## config.mk

```make
export PLATFORM = sky130hd
export DESIGN_NAME = ktaf_div
export DESIGN_NICKNAME = d
export VERILOG_FILES = /design/src/rtl/ktaf_pkg.sv /design/src/rtl/ktaf_div.sv
export SDC_FILE = /design/constraint.sdc
export NUM_CORES = 1
export LEC_CHECK = 0
export ABC_AREA = 1
export BUFFER_PORTS_ARGS = -buffer_cell sky130_fd_sc_hd__buf_4
export CELL_PAD_IN_SITES_DETAIL_PLACEMENT = 0
export CELL_PAD_IN_SITES_GLOBAL_PLACEMENT = 1
export CORE_UTILIZATION = 25
export DETAILED_ROUTE_END_ITERATION = 10
export PLACE_DENSITY = 0.59
export SYNTH_ARGS = -nofsm -noshare
export SYNTH_HDL_FRONTEND = slang
export SYNTH_SLANG_ARGS = --single-unit
```

## constraint.sdc

```tcl
create_clock -name clk -period 2.9 [get_ports clk]
set_input_delay 0.29 -clock clk [delete_from_list [all_inputs] [get_ports clk]]
set_output_delay 0.29 -clock clk [all_outputs]
set_load 0.05 [all_outputs]
```

## src/rtl/ktaf_pkg.sv

```systemverilog
// ----------------------------------------------------------------------------
// ktaf_pkg
// Shared types, constants and helpers of the two-state tilt angle filter.
// ----------------------------------------------------------------------------
package ktaf_pkg;

	localparam int SigW    = 32;
	localparam int AngleW  = 25;
	localparam int RateW   = 28;
	localparam int CovFrac = 28;
	localparam int SumW    = 48;
	localparam int MulW    = 34;
	localparam int DenW    = 33;
	localparam int NumW    = 60;
	localparam int AddrW   = 4;

	// Register indexes
	localparam logic [1:0] REG_DT  = 2'd0;
	localparam logic [1:0] REG_QA  = 2'd1;
	localparam logic [1:0] REG_QB  = 2'd2;
	localparam logic [1:0] REG_R   = 2'd3;

	// Multiply steps of the sequencer
	localparam logic [3:0] OP_ANGLE_PRED = 4'd0;
	localparam logic [3:0] OP_P00_PRED   = 4'd1;
	localparam logic [3:0] OP_ROW_PRED   = 4'd2;
	localparam logic [3:0] OP_ANGLE_CORR = 4'd3;
	localparam logic [3:0] OP_BIAS_CORR  = 4'd4;
	localparam logic [3:0] OP_P00_UPD    = 4'd5;
	localparam logic [3:0] OP_P01_UPD    = 4'd6;
	localparam logic [3:0] OP_P10_UPD    = 4'd7;
	localparam logic [3:0] OP_P11_UPD    = 4'd8;

	localparam logic [28:0] DT_RESET = 29'd1342177;
	localparam logic [28:0] QA_RESET = 29'd268435;
	localparam logic [28:0] QB_RESET = 29'd805306;
	localparam logic [30:0] R_RESET  = 31'd134217728;
	localparam logic [31:0] COV_ONE  = 32'd268435456;

	typedef enum logic [3:0] {
		S_IDLE = 4'b0001,
		S_MUL  = 4'b0010,
		S_DIV  = 4'b0100,
		S_OUT  = 4'b1000
	} ktaf_state_t;

	typedef struct packed {
		logic            go;
		logic [NumW-1:0] num;
		logic [DenW-1:0] den;
	} ktaf_div_req_t;

	typedef struct packed {
		logic            done;
		logic [DenW-1:0] quo;
		logic            ovf;
	} ktaf_div_rsp_t;

	// Sign extension of a 32-bit value to the sum width.
	function automatic logic signed [SumW-1:0] sx32(input logic [31:0] x);
		return {{(SumW-32){x[31]}}, x};
	endfunction

	// Saturation of a wide sum to the signed 32-bit range.
	function automatic logic [31:0] sat32(input logic signed [SumW-1:0] x);
		if (x > $signed({{(SumW-31){1'b0}}, {31{1'b1}}})) begin
			return 32'h7FFF_FFFF;
		end else if (x < $signed({{(SumW-31){1'b1}}, {31{1'b0}}})) begin
			return 32'h8000_0000;
		end
		return x[31:0];
	endfunction

	// Product scaled back by the covariance fraction, ties toward +infinity.
	function automatic logic signed [SumW-1:0] qround(input logic signed [2*MulW-1:0] p);
		logic signed [2*MulW-1:0] t;
		t = p + $signed({{(2*MulW-CovFrac){1'b0}}, 1'b1, {(CovFrac-1){1'b0}}});
		return {{(SumW-(2*MulW-CovFrac)){t[2*MulW-1]}}, t[2*MulW-1:CovFrac]};
	endfunction

endpackage

```

## src/rtl/ktaf_div.sv

```systemverilog
// ----------------------------------------------------------------------------
// ktaf_div
// Restoring divider, one quotient bit per cycle, for the filter gains.
// ----------------------------------------------------------------------------
module ktaf_div (
	input  logic                   clk,
	input  logic                   arst_n,
	input  ktaf_pkg::ktaf_div_req_t req,
	output ktaf_pkg::ktaf_div_rsp_t rsp
);
	import ktaf_pkg::*;

	localparam int TopW = NumW - DenW;

	logic            busy_q;
	logic [5:0]      cnt_q;
	logic [DenW:0]   rem_q;
	logic [DenW-1:0] sh_q;
	logic [DenW-1:0] den_q;
	logic            ovf_q;
	logic            done_q;
	logic [DenW:0]   trial;
	logic            ge;

	// One trial subtraction per cycle.
	assign trial = {rem_q[DenW-1:0], sh_q[DenW-1]};
	assign ge    = trial >= {1'b0, den_q};

	// Control: busy flag, bit counter and done strobe.
	always_ff @(posedge clk or negedge arst_n) begin
		if (!arst_n) begin
			busy_q <= 1'b0;
			cnt_q  <= '0;
			done_q <= 1'b0;
		end else begin
			done_q <= 1'b0;
			if (req.go) begin
				busy_q <= 1'b1;
				cnt_q  <= 6'(DenW);
			end else if (busy_q) begin
				cnt_q <= cnt_q - 6'd1;
				if (cnt_q == 6'd1) begin
					busy_q <= 1'b0;
					done_q <= 1'b1;
				end
			end
		end
	end

	// Datapath: flags overflow at start; if none, rem stays below the divisor.
	always_ff @(posedge clk) begin
		if (req.go) begin
			rem_q <= {{(DenW+1-TopW){1'b0}}, req.num[NumW-1:DenW]};
			sh_q  <= req.num[DenW-1:0];
			den_q <= req.den;
			ovf_q <= {{(DenW-TopW){1'b0}}, req.num[NumW-1:DenW]} >= req.den;
		end else if (busy_q) begin
			rem_q <= ge ? trial - {1'b0, den_q} : trial;
			sh_q  <= {sh_q[DenW-2:0], ge};
		end
	end

	assign rsp.done = done_q;
	assign rsp.quo  = sh_q;
	assign rsp.ovf  = ovf_q;

endmodule
```

==> results of run 1 <==
what timing repair did:
| action | in CTS | in global routing |
|---|---|---|
| hold buffers | 1 | 0 |
| gates resized for setup | 0 | 0 |
| hold endpoints to repair | 8 | 0 |
critical path: stages, from the launching register on:
cell,delay (ps)
edfxtp_1,400
ha_1,400
nand2_1,150
nor2_1,220
nand3_1,170
nor3_2,130
nand2_1,80
nand2_2,110
nor2_8,80
nand2_8,90
buf_4,170
nand2_1,100
nand3_1,80
nand2_1,60
layout make-up:
| cell class | instances | area [um2] | share of cell area, % |
|---|---|---|---|
| Inverter | 212 | 796 | 7.95 |
| Timing Repair Buffer | 144 | 1130 | 11.3 |
| Tap cell | 442 | 553 | 5.53 |
| Multi-Input combinational cell | 804 | 4120 | 41.2 |
| Clock inverter | 4 | 26.3 | 0.263 |
| Clock buffer | 10 | 229 | 2.29 |
| Sequential cell | 108 | 3140 | 31.4 |
state kept, by name (all words and copies together) (netlist names):
| signal | flops |
|---|---|
| ovf_q | 1 |
| cnt_q | 6 |
| den_q | 33 |
| done_q | 1 |
| rem_q | 33 |
| busy_q | 1 |
| sh_q | 33 |
logic make-up after synthesis:
logic type	after synthesis
AOI/OAI and AO/OA	52
DFF	108
and+or+nand+nor	674
adders and majority gates	63
xor gates and xnor gates	15
buffers and inverters	237
per-stage QoR:
stage,hold slack [ps],setup slack [ps],std cells
final,102,408,1724
after CTS,87.9,368,1724
after floorplan,-5.59,474,1149
after global routing,87.1,205,1724
after detailed placement,116,380,1709
after global placement,116,372,1709
power by group through the flow:
stage	clock (mW)	combinational (mW)	sequential, mW
floorplan	0	3.34	2.54
global placement	0	4.97	2.35
detailed placement	0	4.94	2.34
CTS	1.23	4.96	2.32
global route	1.28	5.54	2.37
finish	1.19	4.91	2.31
placed cells by master (no fill, tap or decap), types with 9 or more instances in the layout:
master	n
xnor2_1	13
ha_1	62
clkbuf_16	9
nand3_1	67
nand2_1	476
edfxtp_1	94
nor2_1	50
a21oi_1	35
buf_4	139
inv_1	204
nand3b_1	30
nor3_1	11
synth_stat cells (2+ instances only):
cell	number
nor2_1	50
nand4_1	8
buf_4	3
nor2_2	5
dfrtp_1	8
xnor2_1	13
clkbuf_1	12
nand2_1	476
nand3b_1	30
nor4_1	2
and2_1	5
a21oi_1	35
dfxtp_1	6
a21o_1	3
xor2_1	2
nor3_1	11
buf_6	7
nand3_1	67
edfxtp_1	94
nand3_2	2
nand2_2	8
o21ai_0	8
nor2_4	2
nor3_2	2
ha_1	62
inv_1	206
inv_2	6
buf_2	3
routing by layer:
layer	track usage (%)	vias to the layer above	share of wire (%)
met3	2.96	26	4.5
met4	5.53	0	2.3
met5	0	-	0
met2	27.3	148	47
met1	20.8	3330	47
li1	-	3843	-
worst max path at each step:
stage                    from         to  slack (ps)  depth (start not counted)
detailed placement   rem_q[9]  rem_q[24]         380                         13
global placement    rem_q[13]  rem_q[24]         370                         13
CTS                  rem_q[9]  rem_q[24]         370                         13
floorplan            sh_q[32]  rem_q[10]         470                         13
finish               rem_q[9]  rem_q[24]         410                         13
global route         rem_q[9]  rem_q[24]         200                         13
==> impl_metrics.yaml, run 1 <==
setup_path:
  regToRegEndpoint: "rem_q[24]"
  worstPathRequired_ps: 3030
  end_kind: "flip-flop"
  critical_path_arrival_ps: 2620
  worstPathMaxFanout: 10
  r2r_start: "rem_q[9]"
  path_class: "flip-flop to flip-flop"
  ff2ff_path_depth: 13
  start_kind: "flip-flop"
  r2r_slack_ps: 410
synth:
  synth_mux_area_share_pct: 0
  syn_area_per_cell_um2: 7.16
  synth_top_cell_area_share_pct: 34.3
  synth-simple-area-share_pct: 35.3
  synth-seq-cells: 108
  ys_async_sr_fraction_pct: 7.41
  synth_cell_types: 41
  synth_cells: 1149
  synth_compound_area_share_pct: 3.53
  yosysTopAreaCell: "edfxtp_1"
  synth_fp_nets: 1308
  synth_top_family_by_area: "simple AND/OR/NAND/NOR gates"
  seq_area_frac_synth_pct: 38.2
  netlist_area_um2: 8220
  synth-adder-area-share_pct: 9.68
  synth-xor-area-share_pct: 1.60
  synth_warnings: 0
  synth.top_cells.by_area: "edfxtp_1 34%, nand2_1 22%, ha_1 9.4%, inv_1 9.4%, nand3_1 4.1%"
  synth_flop_cell: "edfxtp_1"
  synth_edf_count: 94
power:
  power_mw: 8.41
  p_int_mw: 4.45
  switching_share_pct: 47.2
  power_density_nw_per_um2: 841
  power_frac_comb_pct: 58.3
  leakagePower_nw: 5.31
  pwr-share-clk_pct: 14.2
  seq_power_share_pct: 27.5
  vdd_ir_drop_max_mv: 0.328
  p_sw_mw: 3.97
cells_and_area:
  final_util_pct: 30.8
  final_area_um2: 10000
  nets: 1438
  drive_gt1_share_pct: 14.7
  final.fill_count: 3599
  antenna_cells: 0
  area_delta_synth_final_pct: 21.6
grt:
  grt_pass1_wl_um: 41300
  gr-total-overflow: 0
  grt_pass1_vias: 7522
  grt_usage_pct: 16.2
  antenna_found_initial: 0
  grt_max_degree: 71
routing:
  drc: 1
  ant_nets: 0
  routed_wl_um: 26000
  viasPerCell: 4.26
  wl_per_cell_um: 15.1
  via_count: 7347
  drt_iter0_markers: 263
  first_pass_iters: 7
cts:
  cts_inserted_buffers: 9
  cts.path.max_buffers: 2
  cts_tree: "yes"
  post-cts-setup-buffer-count: 0
  cts.reportedPaths.clkPinSlew_ps: 80
  htreeDepth: 3
  clk_latency_ps: 370
  cts-root-buf: "clkbuf_16"
  numClockSinks: 108
job:
  cap_viol_max_count: 0
hold_path:
  holdCritStartpoint: "req[4]"
  min_to: "den_q[4]"
  holdCritPathClass: "input pin to flip-flop"
  hold_path_depth: 1
sta:
  slew_violations: 0
  finalCritPeriodShare_pct: 85.9
  min_period_ps: 2490
  finalHoldViolCount: 0
  rsz0062_at_grt: "false"
  setup_viol: 0
  max_freq_mhz: 401
  worst_pin_slew_ps: 739
  setup_tns_ps: 0
  slew_headroom_pct: 50.5
  finClkSkew_ps: 11.7
die:
  fp.dieH_um: 183
  start_util_pct: 25.3
  core_area_um2: 32500
  io_pins: 131
  die-area_um2: 33600
  die_w_um: 183
  rows: 66
placement:
  routabilityCongestion: 0.845
  hpwlAfterDp_um: 21100
  io_buffers: 130
  dpl_cell_area_um2: 9740
outcome:
  violations: "design-rule violations"
  status: "complete, but fails checks"
No activity file was read; power rests on OpenSTA's default activity.
==> run 2: changes to the inputs <==
--- a/config.mk
+++ b/config.mk
@@ -11,7 +11,8 @@
 export CELL_PAD_IN_SITES_GLOBAL_PLACEMENT = 1
 export CORE_UTILIZATION = 25
 export DETAILED_ROUTE_END_ITERATION = 10
-export PLACE_DENSITY = 0.59
+export PLACE_DENSITY = 0.61
+export REMOVE_ABC_BUFFERS = 1
 export SYNTH_ARGS = -nofsm -noshare
 export SYNTH_HDL_FRONTEND = slang
 export SYNTH_SLANG_ARGS = --single-unit
==> constraint.sdc (replaced) <==
create_clock -name clk -period 2.2 [get_ports clk]
set_input_delay 0.22 -clock clk [delete_from_list [all_inputs] [get_ports clk]]
set_output_delay 0.22 -clock clk [all_outputs]
set_load 0.05 [all_outputs]
==> run 2 against run 1 <==
Compared with the run above: the run ends with design-rule violations, negative setup slack left; sequential power up 37%; global-route usage increased by 0.32 points; via count grew 7.7%; die area is the same; combinational power up 87%; maximum frequency increased by 13%; cell area grew 18%; routed wire length up 3.9%; utilization is 5.6 points higher; setup slack lost 420 ps; critical path depth grew 2; critical path type unchanged; critical endpoint is now rem_q[27]; highest routed layer unchanged.
==> impl_metrics.yaml, run 2 (synthesis results as in run 1) <==
grt:
  grt_pass1_vias: 7956
  gr-total-overflow: 0
  grt_pass1_wl_um: 42300
  grt_max_degree: 65
  grt_usage_pct: 16.5
  antenna_found_initial: 0
cells_and_area:
  area_delta_synth_final_pct: 43.6
  final_common_cell: "nand2_1"
  antenna_cells: 0
  reg.largest.list: "den_q: 33 flops, rem_q: 33 flops, sh_q: 33 flops"
  final_util_pct: 36.4
  final_area_um2: 11800
  layout_common_cells: "429 x nand2_1, 256 x buf_4, 199 x inv_1, 94 x edfxtp_1, 56 x nand3_1"
  drive_gt1_share_pct: 31.2
  nets: 1569
outcome:
  violations: "design-rule violations, negative setup slack"
  status: "complete, but fails checks"
power:
  power_density_nw_per_um2: 1190
  p_int_mw: 7.79
  pwr-share-clk_pct: 12.1
  switching_share_pct: 44.6
  leakagePower_nw: 6.09
  power_frac_comb_pct: 65.4
  seq_power_share_pct: 22.5
  p_sw_mw: 6.26
  vdd_ir_drop_max_mv: 0.420
die:
  rows: 66
  die-area_um2: 33600
  fp.dieH_um: 183
  start_util_pct: 25.3
  core_area_um2: 32500
  die_w_um: 183
  io_pins: 131
sta:
  finClkSkew_ps: 17.4
  layout_setup_ws_ps: -7.71
  setup_tns_ps: -17.9
  setup_viol: 4
  worst_pin_slew_ps: 854
  rsz0062_at_grt: "true"
  finalCritPeriodShare_pct: 100
  finalHoldViolCount: 0
  slew_violations: 0
  max_freq_mhz: 453
  min_period_ps: 2210
  slew_headroom_pct: 43.1
routing:
  wl_per_cell_um: 14.6
  drc: 1
  ant_nets: 0
  first_pass_iters: 8
  routed_wl_um: 27100
  drt_iter0_markers: 337
  via_count: 7916
  viasPerCell: 4.26
job:
  cap_viol_max_count: 0
cts:
  cts-root-buf: "clkbuf_16"
  numClockSinks: 108
  clk_latency_ps: 370
  htreeDepth: 3
  cts_tree: "yes"
  cts_inserted_buffers: 9
  cts.path.max_buffers: 2
  cts.reportedPaths.clkPinSlew_ps: 80
setup_path:
  start_kind: "flip-flop"
  ff2ff_path_depth: 15
  path_class: "flip-flop to flip-flop"
  worstPathRequired_ps: 2510
  slowest_stage: "edfxtp_1"
  end_kind: "flip-flop"
  critPathMaxStageDelay_ps: 400
  critical_path_arrival_ps: 2520
  path_cells: "inv_2 > ha_4 > inv_2 > fa_2 > nand3_2 > nand3_2 > nand2_2 > nand2_4 > nand3_4 > buf_4 > nand2_8 > buf_12 > nand2_1 > nand3_1 > nand2_1"
  worstPathMaxFanout: 7
hold_path:
  hold_path_depth: 1
  holdCritPathClass: "input pin to flip-flop"
placement:
  dpl_cell_area_um2: 10500
  io_buffers: 130
  hpwlAfterDp_um: 20900
  routabilityCongestion: 0.870
==> run 2: cell types whose count changed in the layout (fill, tap and decap cells not counted), sizes merged <==
| cell | before | now |
|---|---|---|
| inv | 214 | 213 |
| clkbuf | 10 | 11 |
| clkinvlp | 0 | 2 |
| bufinv | 0 | 1 |
| buf | 143 | 270 |
| nand2 | 485 | 488 |
==> run 2: final timing paths <==
| kind | endpoint | slack, ps | from |
|---|---|---|---|
| max reg2reg | rem_q[27] | -8 | sh_q[32] |
| max | rem_q[27] | -8 | sh_q[32] |
| max in group asynchronous | busy_q | 1850 | arst_n |
| min reg2reg | rem_q[32] | 480 | rem_q[32] |
| min in group asynchronous | cnt_q[5] | 210 | arst_n |
| min | den_q[8] | 30 | req[8] |
==> run 2: power groups by stage <==
stage,registers [mW],logic (mW),clock network (mW)
finish,3.16,9.18,1.70
CTS,3.12,8.59,1.76
floorplan,3.35,4.17,0
global route,3.22,10.2,1.83
global placement,3.09,7.65,0
detailed placement,3.09,7.62,0
==> run 2: area by class of cell <==
cell class / instances / area (um2)
Fill cell: 3471 / 20600
Multi-Input combinational cell: 807 / 4830
Sequential cell: 108 / 3140
Timing Repair Buffer: 272 / 2200
Inverter: 212 / 796
Tap cell: 442 / 553
Clock buffer: 10 / 229
Clock inverter: 6 / 62.6
==> run 2: through the flow <==
stage | hold slack [ps] | power [mW] | cells | setup slack [ps]
floorplan | -75.6 | 7.52 | 1124 | -319
global placement | 46.6 | 10.7 | 1806 | -172
detailed placement | 48.2 | 10.7 | 1806 | -184
CTS | 9.61 | 13.5 | 1842 | -23.9
global route | 19.0 | 15.2 | 1857 | -136
finish | 34.2 | 14.0 | 1857 | -7.71
==> run 2: critical path: cells and delay by family (launching register included) <==
kind / cells / cell delay, ps
adders and majority gates: 2 / 510
and+or+nand+nor: 9 / 770
DFF: 1 / 400
buffers and inverters: 4 / 460
==> run 2: per-layer routing <==
layer / share of wire, % / global-route usage, % / vias to the layer above
li1: - / - / 4119
met1: 46 / 21.1 / 3643
met4: 1.5 / 4.80 / 0
met3: 4.4 / 2.80 / 20
met2: 48 / 28.4 / 134
met5: 0 / 0 / -
==> run 2: timing repair <==
item / 4_1_cts / 5_1_grt
pin swaps: 15 / 52
setup buffers: 16 / 14
endpoints found under the setup margin: 33 / 34
gates cloned: 3 / 1
hold endpoints to repair: 8 / 0
hold buffers: 1 / 0
resized for setup: 73 / 77
